<file path="config.mk">
export PLATFORM = sky130hd
export DESIGN_NAME = ultrasonic_echo_ranger
export DESIGN_NICKNAME = d
export VERILOG_FILES = /design/src/rtl/core/uer_pkg.sv /design/src/rtl/core/uer_csr.sv /design/src/rtl/core/uer_ctrl.sv /design/src/rtl/core/uer_datapath.sv /design/src/rtl/core/ultrasonic_echo_ranger.sv
export SDC_FILE = /design/constraint.sdc
export NUM_CORES = 2
export LEC_CHECK = 0
export ABC_AREA = 1
export BUFFER_PORTS_ARGS = -buffer_cell sky130_fd_sc_hd__buf_4
export CORE_MARGIN = 4
export CORE_UTILIZATION = 30
export DETAILED_ROUTE_END_ITERATION = 12
export PLACE_DENSITY = 0.55
export SLEW_MARGIN = 40
export SYNTH_ARGS = -nofsm -noshare
export SYNTH_HDL_FRONTEND = slang
export SYNTH_HIERARCHICAL = 1
export SYNTH_SLANG_ARGS = --single-unit
</file>
<file path="constraint.sdc">
create_clock -name clock -period 12.8 [get_ports clock]
set_input_delay 2.56 -clock clock [delete_from_list [all_inputs] [get_ports clock]]
set_output_delay 2.56 -clock clock [all_outputs]
set_load 0.05 [all_outputs]
</file>
<file path="src/rtl/core/uer_pkg.sv">
`timescale 1ns / 1ps
// ----------------------------------------------------------------------------
// Ultrasonic echo ranger package
// Types, register codes and conversion constants shared by the ranger.
// ----------------------------------------------------------------------------
package uer_pkg;

   localparam int COUNT_BITS = 20;
   localparam logic [COUNT_BITS-1:0] COUNT_MAX = '1;

   localparam int TIMEOUT_W = 20;
   localparam int TRIG_W    = 8;
   localparam int SCALE_W   = 16;
   localparam int OFFSET_W  = 13;
   localparam int DIST_W    = 14;
   localparam int WIDTH_W   = 15;

   localparam logic [DIST_W-1:0] DIST_MAX = 14'd15984;

   // Distance = round(t * 343 * scale / 20480000); 20480000 = 2^15 * 625.
   localparam int SPEED_W = 9;
   localparam logic [SPEED_W-1:0] SPEED_NUM = 9'd343;
   localparam int PROD1_W = COUNT_BITS + SPEED_W;
   localparam int PROD2_W = PROD1_W + SCALE_W;
   localparam logic [PROD2_W-1:0] ROUND_BIAS = PROD2_W'(10240000);
   localparam int POW2_SHIFT  = 15;
   localparam int QUOT_IN_W   = PROD2_W - POW2_SHIFT;
   localparam int DIV_ODD     = 625;
   localparam int RECIP_SHIFT = QUOT_IN_W + 10;
   localparam int RECIP_W     = RECIP_SHIFT - 9;
   localparam longint unsigned RECIP_FULL =
      ((64'd1 << RECIP_SHIFT) + DIV_ODD - 1) / DIV_ODD;
   localparam logic [RECIP_W-1:0] RECIP = RECIP_W'(RECIP_FULL);
   localparam int PROD3_W = QUOT_IN_W + RECIP_W;
   localparam int QUOT_W  = PROD3_W - RECIP_SHIFT;
   localparam int SUM_W   = QUOT_W + 2;

   localparam int ADDR_W = 5;
   localparam int DATA_W = 32;

   localparam logic [TIMEOUT_W-1:0] TIMEOUT_RESET = 20'd30000;
   localparam logic [TRIG_W-1:0]    TRIG_RESET    = 8'd10;
   localparam logic [SCALE_W-1:0]   SCALE_RESET   = 16'd16384;
   localparam logic [DIST_W-1:0]    WARN_RESET    = 14'd320;
   localparam logic [DIST_W-1:0]    DETECT_RESET  = 14'd480;

   typedef enum logic [2:0] {
      REG_TIMEOUT,
      REG_TRIG_LEN,
      REG_CAL_SCALE,
      REG_CAL_OFFSET,
      REG_WARN_DIST,
      REG_DETECT_THR
   } reg_index_type;

   typedef enum logic [1:0] {
      PH_IDLE,
      PH_TRIG,
      PH_WAIT,
      PH_MEAS
   } phase_type;

   typedef enum logic [1:0] {
      CTL_IDLE,
      CTL_SCALE,
      CTL_RECIP,
      CTL_FINISH
   } ctl_state_type;

   typedef struct packed {
      logic start_req;
      logic echo;
   } req_type;

   typedef struct packed {
      logic               trigger;
      logic               done_res;
      logic [DIST_W-1:0]  distance_sixteenths;
      logic               timed_out;
      logic               obj_found;
      logic [WIDTH_W-1:0] object_width;
      logic               warning_active;
      logic               avoid_event;
   } rsp_type;

   typedef struct packed {
      logic [TIMEOUT_W-1:0]       timeout_us;
      logic [TRIG_W-1:0]          trigger_length_us;
      logic [SCALE_W-1:0]         cal_scale;
      logic signed [OFFSET_W-1:0] cal_offset;
      logic [DIST_W-1:0]          warn_distance;
      logic [DIST_W-1:0]          detect_threshold;
   } cfg_type;

   typedef struct packed {
      logic step;
      logic load_direct;
      logic load_conv;
   } cmd_type;

   typedef struct packed {
      logic needs_conv;
   } status_type;

endpackage

</file>
<file path="src/rtl/core/uer_csr.sv">
`timescale 1ns / 1ps
// ----------------------------------------------------------------------------
// Ultrasonic echo ranger register file
// APB-style configuration registers with read-back.
// ----------------------------------------------------------------------------
module uer_csr (
   input  logic                          clock,
   input  logic                          reset,
   input  logic                          psel,
   input  logic                          penable,
   input  logic                          pwrite,
   input  logic [uer_pkg::ADDR_W-1:0]    paddr,
   input  logic [uer_pkg::DATA_W-1:0]    pwdata,
   output logic [uer_pkg::DATA_W-1:0]    prdata,
   output logic                          pready,
   output uer_pkg::cfg_type              cfg
);

   uer_pkg::cfg_type       cfg_ff;
   uer_pkg::cfg_type       cfg_in;
   uer_pkg::reg_index_type reg_idx;
   logic                   wr_en;

   assign pready  = 1'b1;
   assign reg_idx = uer_pkg::reg_index_type'(paddr[uer_pkg::ADDR_W-1:2]);
   assign wr_en   = psel & penable & pwrite;
   assign cfg     = cfg_ff;

   always_comb begin
      cfg_in = cfg_ff;
      if (wr_en) begin
         unique case (reg_idx)
            uer_pkg::REG_TIMEOUT:    cfg_in.timeout_us = pwdata[uer_pkg::TIMEOUT_W-1:0];
            uer_pkg::REG_TRIG_LEN:   cfg_in.trigger_length_us = pwdata[uer_pkg::TRIG_W-1:0];
            uer_pkg::REG_CAL_SCALE:  cfg_in.cal_scale = pwdata[uer_pkg::SCALE_W-1:0];
            uer_pkg::REG_CAL_OFFSET: cfg_in.cal_offset = $signed(pwdata[uer_pkg::OFFSET_W-1:0]);
            uer_pkg::REG_WARN_DIST:  cfg_in.warn_distance = pwdata[uer_pkg::DIST_W-1:0];
            uer_pkg::REG_DETECT_THR: cfg_in.detect_threshold = pwdata[uer_pkg::DIST_W-1:0];
            default: ;
         endcase
      end
   end

   always_comb begin
      unique case (reg_idx)
         uer_pkg::REG_TIMEOUT:    prdata = uer_pkg::DATA_W'(cfg_ff.timeout_us);
         uer_pkg::REG_TRIG_LEN:   prdata = uer_pkg::DATA_W'(cfg_ff.trigger_length_us);
         uer_pkg::REG_CAL_SCALE:  prdata = uer_pkg::DATA_W'(cfg_ff.cal_scale);
         uer_pkg::REG_CAL_OFFSET: prdata = uer_pkg::DATA_W'($unsigned(cfg_ff.cal_offset));
         uer_pkg::REG_WARN_DIST:  prdata = uer_pkg::DATA_W'(cfg_ff.warn_distance);
         uer_pkg::REG_DETECT_THR: prdata = uer_pkg::DATA_W'(cfg_ff.detect_threshold);
         default:                 prdata = '0;
      endcase
   end

   always_ff @(posedge clock) begin
      if (reset) begin
         cfg_ff.timeout_us        <= uer_pkg::TIMEOUT_RESET;
         cfg_ff.trigger_length_us <= uer_pkg::TRIG_RESET;
         cfg_ff.cal_scale         <= uer_pkg::SCALE_RESET;
         cfg_ff.cal_offset        <= '0;
         cfg_ff.warn_distance     <= uer_pkg::WARN_RESET;
         cfg_ff.detect_threshold  <= uer_pkg::DETECT_RESET;
      end else begin
         cfg_ff <= cfg_in;
      end
   end

endmodule

</file>
<file path="src/rtl/core/uer_ctrl.sv">
`timescale 1ns / 1ps
// ----------------------------------------------------------------------------
// Ultrasonic echo ranger controller
// Handshake control and sequencing of the distance conversion.
// ----------------------------------------------------------------------------
module uer_ctrl (
   input  logic                clock,
   input  logic                reset,
   input  logic                req_valid,
   output logic                req_stall,
   output logic                rsp_valid,
   input  logic                rsp_stall,
   input  uer_pkg::status_type status,
   output uer_pkg::cmd_type    cmd
);

   uer_pkg::ctl_state_type state_ff;
   uer_pkg::ctl_state_type state_in;
   logic                   rsp_valid_ff;
   logic                   rsp_valid_in;
   logic                   out_free;
   logic                   accept;

   assign out_free  = !rsp_valid_ff || !rsp_stall;
   assign req_stall = !((state_ff == uer_pkg::CTL_IDLE) && out_free);
   assign accept    = req_valid && !req_stall;
   assign rsp_valid = rsp_valid_ff;

   always_comb begin
      state_in = state_ff;
      cmd      = '0;
      unique case (state_ff)
         uer_pkg::CTL_IDLE: begin
            if (accept) begin
               cmd.step = 1'b1;
               if (status.needs_conv) begin
                  state_in = uer_pkg::CTL_SCALE;
               end else begin
                  cmd.load_direct = 1'b1;
               end
            end
         end
         uer_pkg::CTL_SCALE: begin
            state_in = uer_pkg::CTL_RECIP;
         end
         uer_pkg::CTL_RECIP: begin
            state_in = uer_pkg::CTL_FINISH;
         end
         uer_pkg::CTL_FINISH: begin
            cmd.load_conv = 1'b1;
            state_in      = uer_pkg::CTL_IDLE;
         end
         default: begin
            state_in = uer_pkg::CTL_IDLE;
         end
      endcase
      rsp_valid_in = cmd.load_direct || cmd.load_conv || (rsp_valid_ff && rsp_stall);
   end

   always_ff @(posedge clock) begin
      if (reset) begin
         state_ff     <= uer_pkg::CTL_IDLE;
         rsp_valid_ff <= 1'b0;
      end else begin
         state_ff     <= state_in;
         rsp_valid_ff <= rsp_valid_in;
      end
   end

endmodule

</file>
<file path="src/rtl/core/uer_datapath.sv">
`timescale 1ns / 1ps
// ----------------------------------------------------------------------------
// Ultrasonic echo ranger datapath
// Tick counters, echo timing, distance conversion pipeline and result register.
// ----------------------------------------------------------------------------
module uer_datapath (
   input  logic                clock,
   input  logic                reset,
   input  uer_pkg::cmd_type    cmd,
   input  uer_pkg::req_type    req,
   input  uer_pkg::cfg_type    cfg,
   output uer_pkg::status_type status,
   output uer_pkg::rsp_type    rsp
);

   uer_pkg::phase_type                   phase_ff;
   uer_pkg::phase_type                   phase_in;
   logic [uer_pkg::COUNT_BITS-1:0]       tick_ff;
   logic [uer_pkg::COUNT_BITS-1:0]       tick_in;
   logic [uer_pkg::COUNT_BITS-1:0]       echo_time_ff;
   logic [uer_pkg::COUNT_BITS-1:0]       echo_time_in;
   logic                                 warn_ff;
   logic                                 warn_in;
   logic [uer_pkg::PROD1_W-1:0]          prod1_ff;
   logic [uer_pkg::PROD2_W-1:0]          prod2_ff;
   logic [uer_pkg::PROD3_W-1:0]          prod3_ff;
   uer_pkg::rsp_type                     rsp_ff;
   uer_pkg::rsp_type                     rsp_in;

   logic [uer_pkg::TRIG_W-1:0]           tlen;
   logic [uer_pkg::COUNT_BITS-1:0]       tick_inc;
   logic [uer_pkg::COUNT_BITS-1:0]       echo_inc;
   logic                                 trig;
   logic                                 tdone;
   logic [uer_pkg::PROD2_W-1:0]          biased;
   logic [uer_pkg::QUOT_IN_W-1:0]        quot_in;
   logic [uer_pkg::QUOT_W-1:0]           quot;
   logic signed [uer_pkg::SUM_W-1:0]     dist_sum;
   logic [uer_pkg::DIST_W-1:0]           conv_dist;
   logic [uer_pkg::DIST_W-1:0]           fin_dist;
   logic                                 fin_done;
   logic                                 near;

   assign tlen     = (cfg.trigger_length_us == '0) ? uer_pkg::TRIG_W'(1) : cfg.trigger_length_us;
   assign tick_inc = (tick_ff == uer_pkg::COUNT_MAX) ? tick_ff : tick_ff + 1'b1;
   assign echo_inc = (echo_time_ff == uer_pkg::COUNT_MAX) ? echo_time_ff : echo_time_ff + 1'b1;

   assign status.needs_conv = (phase_ff == uer_pkg::PH_MEAS) && !req.echo;

   always_comb begin
      phase_in     = phase_ff;
      tick_in      = tick_ff;
      echo_time_in = echo_time_ff;
      trig         = 1'b0;
      tdone        = 1'b0;
      unique case (phase_ff)
         uer_pkg::PH_IDLE: begin
            if (req.start_req) begin
               trig         = 1'b1;
               tick_in      = uer_pkg::COUNT_BITS'(1);
               echo_time_in = '0;
               phase_in     = (tlen == uer_pkg::TRIG_W'(1)) ? uer_pkg::PH_WAIT : uer_pkg::PH_TRIG;
            end
         end
         uer_pkg::PH_TRIG: begin
            trig    = 1'b1;
            tick_in = tick_inc;
            if (tick_inc >= uer_pkg::COUNT_BITS'(tlen)) begin
               phase_in = uer_pkg::PH_WAIT;
            end
         end
         uer_pkg::PH_WAIT, uer_pkg::PH_MEAS: begin
            tick_in = tick_inc;
            if (phase_ff == uer_pkg::PH_MEAS && !req.echo) begin
               phase_in = uer_pkg::PH_IDLE;
            end else begin
               if (req.echo) begin
                  echo_time_in = (phase_ff == uer_pkg::PH_WAIT) ?
                                 uer_pkg::COUNT_BITS'(1) : echo_inc;
                  phase_in     = uer_pkg::PH_MEAS;
               end
               if (tick_inc >= uer_pkg::COUNT_BITS'(cfg.timeout_us) ||
                   tick_inc == uer_pkg::COUNT_MAX) begin
                  tdone    = 1'b1;
                  phase_in = uer_pkg::PH_IDLE;
               end
            end
         end
         default: begin
            phase_in = uer_pkg::PH_IDLE;
         end
      endcase
   end

   // The biased product stays below 2^PROD2_W for every echo time and scale.
   assign biased   = prod2_ff + uer_pkg::ROUND_BIAS;
   assign quot_in  = biased[uer_pkg::PROD2_W-1:uer_pkg::POW2_SHIFT];
   assign quot     = prod3_ff[uer_pkg::RECIP_SHIFT +: uer_pkg::QUOT_W];
   assign dist_sum = $signed({2'b00, quot}) + uer_pkg::SUM_W'(cfg.cal_offset);

   always_comb begin
      if (dist_sum < 0) begin
         conv_dist = '0;
      end else if (dist_sum > $signed(uer_pkg::SUM_W'(uer_pkg::DIST_MAX))) begin
         conv_dist = uer_pkg::DIST_MAX;
      end else begin
         conv_dist = dist_sum[uer_pkg::DIST_W-1:0];
      end
   end

   always_comb begin
      fin_done = cmd.load_conv || tdone;
      if (cmd.load_conv) begin
         fin_dist = conv_dist;
      end else if (tdone) begin
         fin_dist = uer_pkg::DIST_MAX;
      end else begin
         fin_dist = '0;
      end
      near = fin_done && (fin_dist <= cfg.warn_distance);
      warn_in = fin_done ? near : warn_ff;

      rsp_in.trigger             = cmd.load_conv ? 1'b0 : trig;
      rsp_in.done_res            = fin_done;
      rsp_in.distance_sixteenths = fin_dist;
      rsp_in.timed_out           = cmd.load_conv ? 1'b0 : tdone;
      rsp_in.obj_found           = fin_done && (fin_dist < cfg.detect_threshold) &&
                                   (fin_dist > uer_pkg::DIST_W'(1));
      rsp_in.object_width        = rsp_in.obj_found ?
                                   {fin_dist, 1'b0} : '0;
      rsp_in.warning_active      = warn_in;
      rsp_in.avoid_event         = near && !warn_ff;
   end

   assign rsp = rsp_ff;

   always_ff @(posedge clock) begin
      if (reset) begin
         phase_ff     <= uer_pkg::PH_IDLE;
         tick_ff      <= '0;
         echo_time_ff <= '0;
         warn_ff      <= 1'b0;
      end else begin
         if (cmd.step) begin
            phase_ff     <= phase_in;
            tick_ff      <= tick_in;
            echo_time_ff <= echo_time_in;
         end
         if (cmd.load_direct || cmd.load_conv) begin
            warn_ff <= warn_in;
         end
      end
   end

   always_ff @(posedge clock) begin
      prod1_ff <= uer_pkg::PROD1_W'(echo_time_ff) * uer_pkg::PROD1_W'(uer_pkg::SPEED_NUM);
      prod2_ff <= uer_pkg::PROD2_W'(prod1_ff) * uer_pkg::PROD2_W'(cfg.cal_scale);
      prod3_ff <= uer_pkg::PROD3_W'(quot_in) * uer_pkg::PROD3_W'(uer_pkg::RECIP);
      if (cmd.load_direct || cmd.load_conv) begin
         rsp_ff <= rsp_in;
      end
   end

endmodule

</file>
<file path="src/rtl/core/ultrasonic_echo_ranger.sv">
`timescale 1ns / 1ps
// ----------------------------------------------------------------------------
// Ultrasonic echo ranger
// Trigger and echo timing for a pulse-echo range sensor, one tick per item,
// with calibrated distance, object report and near-obstacle warning.
// ----------------------------------------------------------------------------
//  Channel  Dir     Handshake              Payload
//  req      in      req_valid / req_stall  uer_pkg::req_type (start_req, echo)
//  rsp      out     rsp_valid / rsp_stall  uer_pkg::rsp_type (one per item)
//  config   in/out  psel / penable / pready  six registers at 4*i, 32-bit data
//
// An ordinary tick is loaded straight into the output register, back to back
// while no result is stalled. On a tick where the echo falls, the conversion
// runs three registered multiplies: by 343, by scale, by the 1/625 reciprocal.
// Reset is synchronous and takes effect at once; there is no clearing pass.
// A stalled result holds and blocks new items until it is taken.
// ----------------------------------------------------------------------------
module ultrasonic_echo_ranger (
   input  logic                          clock,
   input  logic                          reset,
   input  logic                          req_valid,
   output logic                          req_stall,
   input  uer_pkg::req_type              req_data,
   output logic                          rsp_valid,
   input  logic                          rsp_stall,
   output uer_pkg::rsp_type              rsp_data,
   input  logic                          psel,
   input  logic                          penable,
   input  logic                          pwrite,
   input  logic [uer_pkg::ADDR_W-1:0]    paddr,
   input  logic [uer_pkg::DATA_W-1:0]    pwdata,
   output logic [uer_pkg::DATA_W-1:0]    prdata,
   output logic                          pready
);

   uer_pkg::cfg_type    cfg;
   uer_pkg::cmd_type    cmd;
   uer_pkg::status_type status;

   uer_csr u_csr (
      .clock   (clock),
      .reset   (reset),
      .psel    (psel),
      .penable (penable),
      .pwrite  (pwrite),
      .paddr   (paddr),
      .pwdata  (pwdata),
      .prdata  (prdata),
      .pready  (pready),
      .cfg     (cfg)
   );

   uer_ctrl u_ctrl (
      .clock     (clock),
      .reset     (reset),
      .req_valid (req_valid),
      .req_stall (req_stall),
      .rsp_valid (rsp_valid),
      .rsp_stall (rsp_stall),
      .status    (status),
      .cmd       (cmd)
   );

   uer_datapath u_datapath (
      .clock  (clock),
      .reset  (reset),
      .cmd    (cmd),
      .req    (req_data),
      .cfg    (cfg),
      .status (status),
      .rsp    (rsp_data)
   );

endmodule

</file>
Word level (Yosys, flattened, before mapping)
Cells that the tools add are included.

Output and inout port bits: 70. Flip-flop bits (word level): 301.

$lt $le $gt $ge: 7. Equal/unequal tests: 23. Reductions and logical operators: 35. Multiply operators: 3. Bitwise gates (word level): 2. Mux-type cells: 35. Add/sub/neg operators: 4.

Operators with widths (number): two-way mux 20 bit (7); case mux 20 bit (6 select lines) (1); case mux 20 bit (2 select lines) (2); multiplier 30 x 31 -> 61 bit, second input constant (1); equality test 20 bit, second input constant (3); two-way mux 14 bit (4); adder 45 x 24 -> 45 bit, second input constant (1); multiplier 29 x 16 -> 45 bit (1); adder 20 x 1 -> 20 bit, second input constant (2); multiplier 20 x 9 -> 29 bit, second input constant (1); adder 22 x 13 -> 23 bit (1); > comparator 23 x 15 -> 1 bit, second input constant (1); less-than comparator 23 x 1 -> 1 bit, second input constant (1); >= comparator 20 bit (1); >= comparator 20 x 8 -> 1 bit (1); two-way mux 2 bit (10); AND reduction 2 bit (8); > comparator 14 x 1 -> 1 bit, second input constant (1); <= comparator 14 bit (1); less-than comparator 14 bit (1); equality test 2 bit, second input constant (4); equality test 8 x 1 -> 1 bit, second input constant (1); logical AND 1 bit (8); zero test 8 bit (1); other kinds (23) (46).

Depth between registers and ports, before layout
Depth in word-level cells: 12. Depth in mapped cells: 41. Gate-level depth less buffers: 41.

Modules after synthesis
The synthesis kept the hierarchy.

By module, submodules not included: uer_datapath (instances 1, seq. area each 3503.4 µm², cells an instance 5363, area each 44677.8 µm²); uer_csr (instances 1, seq. area each 1701.6 µm², cells an instance 692, area each 4311.6 µm²); uer_ctrl (instances 1, seq. area each 60.1 µm², cells an instance 31, area each 226.5 µm²).

Least setup slack after synthesis
Ideal clock, no wire load.

Kind: flip-flop to flip-flop. Start point: reg u_datapath/prod2_ff[16] (netlist bit). End point: reg u_datapath/prod3_ff[57] (netlist bit). Clock period less this slack: 7.978 ns. Arrival: 7.851 ns. Slack: 4.822 ns. Stages on the path, launching flop included: 39. Setup time: 0.127 ns. Buffers on the path: 0. Required time: 12.673 ns. Cell sequence: dfxtp_1 > nand3_1 > nor2_1 > nor2_1 > nand2_1 > nand2_1 > nand2_1 > nand2_1 > nor2_2 > nand4_1 > nor4_2 > nand4_1 > nor3_1 > nand3_1 > xnor2_1 > ha_1 > fa_1 > fa_1 > [3 not listed] > fa_1 > fa_1 > fa_1 > inv_1 > fa_1 > inv_1 > ha_1 > a21oi_1 > o21ai_0 > a21oi_1 > inv_1 > a21oi_1 > o21ai_0 > nor2_1 > inv_1 > a21oi_1 > o21ai_0 > xor2_1.

Longest elaborated chain between the ends: 2.

RTL lines: from (decl) (RTL line uer_datapath.sv:25) `logic [uer_pkg::PROD2_W-1:0] prod2_ff;`; from (signal assigned) (RTL line uer_datapath.sv:157) `prod2_ff <= uer_pkg::PROD2_W'(prod1_ff) * uer_pkg::PROD2_W'(cfg.cal_scale);`; adder 45 x 24 -> 45 bit (RTL line uer_datapath.sv:96) `assign biased = prod2_ff + uer_pkg::ROUND_BIAS;`; multiplier 30 x 31 -> 61 bit (RTL line uer_datapath.sv:158) `prod3_ff <= uer_pkg::PROD3_W'(quot_in) * uer_pkg::PROD3_W'(uer_pkg::RECIP);`; to (signal assigned) (RTL line uer_datapath.sv:158); to (decl) (RTL line uer_datapath.sv:26) `logic [uer_pkg::PROD3_W-1:0] prod3_ff;`.

Every way passes these cells. A chain may end at the register's enable or synchronous reset.

Worst setup path after layout
Start point: reg u_datapath/prod2_ff[15] (netlist bit). End point: reg u_datapath/prod3_ff[60] (netlist bit).

Same word-level chain as after synthesis.

==> summary.txt <==
Global routing
  – GR Overflow Total: 0
  – Vias in the first global route: slightly above 40000
  – Largest net degree at the start of global routing: 78
  – Number of antenna violations at the first check in global routing: 1
  – GRT Util Overall: between 10% and 20%
  – Global-route wire length before repair: ~230000 um

Timing
  – Final Cycle Share: about three quarters
  – Number of endpoints with negative hold slack in the final report: 0
  – Maximum clock skew at final layout: between 0.015 and 0.02 ns
  – Unrepaired setup endpoints after global routing: no
  – Time the final worst path needs with I/O delays and setup: just under 10 ns
  – Max Freq: roughly 100 MHz
  – Setup TNS: 0 ns
  – Slew margin rel.: 40.5%
  – Final Max Tran Viols: 0
  – Slew of the pin with the lowest slew margin: roughly 0.9 ns
  – Number of setup violations in the final report: 0

Floorplan
  – Standard-cell row count: approximately 150
  – Initial core utilization: 30.2%
  – Placeable Area: ~160000 um2
  – Top Ports: between 100 and 150
  – Die Width: 413 um
  – Total die area: roughly 170000 um2
  – Vertical die dimension: between 400 and 500 um

Clock tree
  – Clock tree from TritonCTS: done
  – Clock transition at the registers of the reported paths: 0.06 ns
  – Buffer type at the clock tree root: clkbuf_16
  – # Post-CTS Setup Buffers: 0
  – Maximum number of buffers from clock root to sink: 3
  – Clock buffer count from CTS: 29
  – Clk sink count: roughly 250
  – Htree depth: 1
  – Total of cells resized after clock tree synthesis: 0
  – Clk Latency, worst-skew pair: 0.59 ns
  – Hold buffer count at CTS: 0

Flow run
  – Number of violations of the max-capacitance limit: 0

Worst setup path
  – Max incr delay on CP: around 0.75 ns
  – Delay-heaviest family, CP: adder cells
  – Crit path max fanout: 6
  – Critical path endpoint category: flip-flop
  – Critical path buffer and inverter count: 6
  – Data required, critical path: roughly 13 ns
  – Critical path type: flip-flop to flip-flop
  – Startpoint type of the worst setup path: flip-flop
  – Data arrival at the endpoint of the critical path: 10.27 ns
  – Slowest library cell on the worst path: ha_1

Final layout
  – Most common cell after layout, fill and taps aside: inv_1
  – Multi-input logic area: around 37000 um2
  – Register area: 5300 um2
  – Ratio of cells with drive above 1 in the final layout: 4.53%
  – Layout-stage area growth over the synthesis result: 8.16%
  – Number of fill cells: 17300
  – Antenna cells: 0
  – Most frequent cells in the layout: inv_1 (1595), nand2_1 (1176), fa_1 (853)
  – Final net count: between 7000 and 8000

Placed design
  – Detailed Place HPWL: 119000 um
  – GP Congestion: approximately 0.92
  – # port buffers: 87

Detailed routing
  – Total routed wirelength: about 140000 um
  – Pre-Repair DR Iteration Count: 5
  – Via count: roughly 38000
  – Wire length per cell after detailed routing: 17.1 um
  – Number of antenna-violating nets in the routed design: 0
  – Via density per instance: 4.59
  – Number of design-rule violations left by the first detailed-router iteration: ~2400
  – DRC viols: 0

Outcome
  – Outcome: completed

Synthesis
  – Share of the yosys chip area belonging to registers: a little over a tenth
  – FF+latch count, synth: roughly 250
  – Biggest area contributors in the synthesized netlist: fa_1 (35%), ha_1 (16%), inv_1 (12%), nand2_1 (9.0%), dfxtp_1 (8.6%)
  – Syn avg cell area: ~8.1 um2
  – Top cell type by total area after synthesis: fa_1
  – Yosys warns: 6
  – Number of different library cells in the post-synthesis netlist: 60
  – Predominant post-synthesis flop cell: dfxtp_1
  – Post-synth ARST share: 0%
  – Post-synth EDFFs: 34
  – Synthesized area: 49200 um2
  – Area share of the largest cell type after synthesis: between 30% and 40%
  – Number of instances in the synthesized netlist: between 6000 and 7000

Hold path
  – Worst min-delay path category: flip-flop to flip-flop
[cell usage after synthesis, types with 9 or more instances]
master    number
a21oi_1      240
o211ai_1       9
fa_1         853
a211oi_1       9
dfxtp_1      212
o21ai_0      104
o21a_1        23
nor2_2        13
nand2_1     1176
xor2_1        87
nand3_1      166
a31oi_1       34
nor2_4        15
clkbuf_1     114
o221ai_1      12
nor2_1       403
buf_4         20
xnor2_1       37
inv_1       1596
nand4_1       74
edfxtp_1      34
ha_1         638
buf_1         18
buf_2         18
nand2_2       14
nor3_1        38
o21bai_1      11
inv_2         13
nor4_1        14
nand3_2        9
[worst reg2reg max path: cells and delay by family (launching register included)]
kind            cells  cell delay, ns
compound gates      7            1.77
xor+xnor            1            0.67
fa+ha+maj          10            4.79
buf+inv             6            0.91
flops               1            0.34
simple gates        9            1.23
[layout make-up]
type	instances	area share [%]
Inverter	1610	11.4
Clock buffer	40	1.54
Sequential cell	246	9.95
Multi-Input combinational cell	4068	70.0
Tap cell	2175	5.11
Timing Repair Buffer	113	1.60
Clock inverter	14	0.477
[flip-flops by register name, indices dropped and copies added, names as in the netlist]
register and cells:
u_ctrl/rsp_valid 1, u_datapath/prod2_ff 31, u_datapath/echo_time_ff 20, u_datapath/prod1_ff 29, u_datapath/prod3_ff 21, u_datapath/tick_ff 20
u_datapath/rsp 34, u_ctrl/state_ff 2, u_csr/cfg 85, u_datapath/warn_ff 1, u_datapath/phase_ff 2
[per-layer routing]
layer,part of all wire (%),wire length (um),GRT usage [%]
met1,45,63600,22.8
met2,46,64400,27.4
met3,6.4,9070,3.41
met4,2.8,3960,4.15
met5,0,0,0
[metrics by stage]
| step | hold slack, ns | util [%] | instances | setup WS [ns] | cell area (um2) |
|---|---|---|---|---|---|
| final | 0.490 | 32.7 | 8266 | 3.01 | 53200 |
| after global routing | 0.517 | 32.7 | 8266 | 2.42 | 53200 |
| after CTS | 0.492 | 32.6 | 8266 | 3.16 | 53200 |
| after detailed placement | 0.482 | 32.0 | 8212 | 3.21 | 52100 |
| after global placement | 0.468 | 31.9 | 8212 | 3.18 | 52100 |
| after floorplan | 0.411 | - | 6097 | 4.82 | 49300 |
[cell families (layout without fill, tap and decap cells)]
logic type,after synthesis,in the layout,synth area share (%)
compound gates,481,481,5.59
xor+xnor,124,124,2.21
fa+ha+maj,1491,1491,50.9
buf+inv,1783,1777,13.9
flops,246,246,10.7
other cells,3,14,0.0229
simple gates,1958,1958,16.7
[worst paths after layout]
check,startpoint,slack (ns),end,cells past startpoint
worst min register to register,u_csr/cfg[69],0.49,u_csr/cfg[69],2
worst max-delay path,u_datapath/prod2_ff[15],3.01,u_datapath/prod3_ff[60],33
worst min-delay path,u_csr/cfg[69],0.49,u_csr/cfg[69],2
worst max register to register,u_datapath/prod2_ff[15],3.01,u_datapath/prod3_ff[60],33
Power is left out: the tool's default activity adds up to more than one toggle a clock period on the data nets, which glitch-free logic cannot reach.
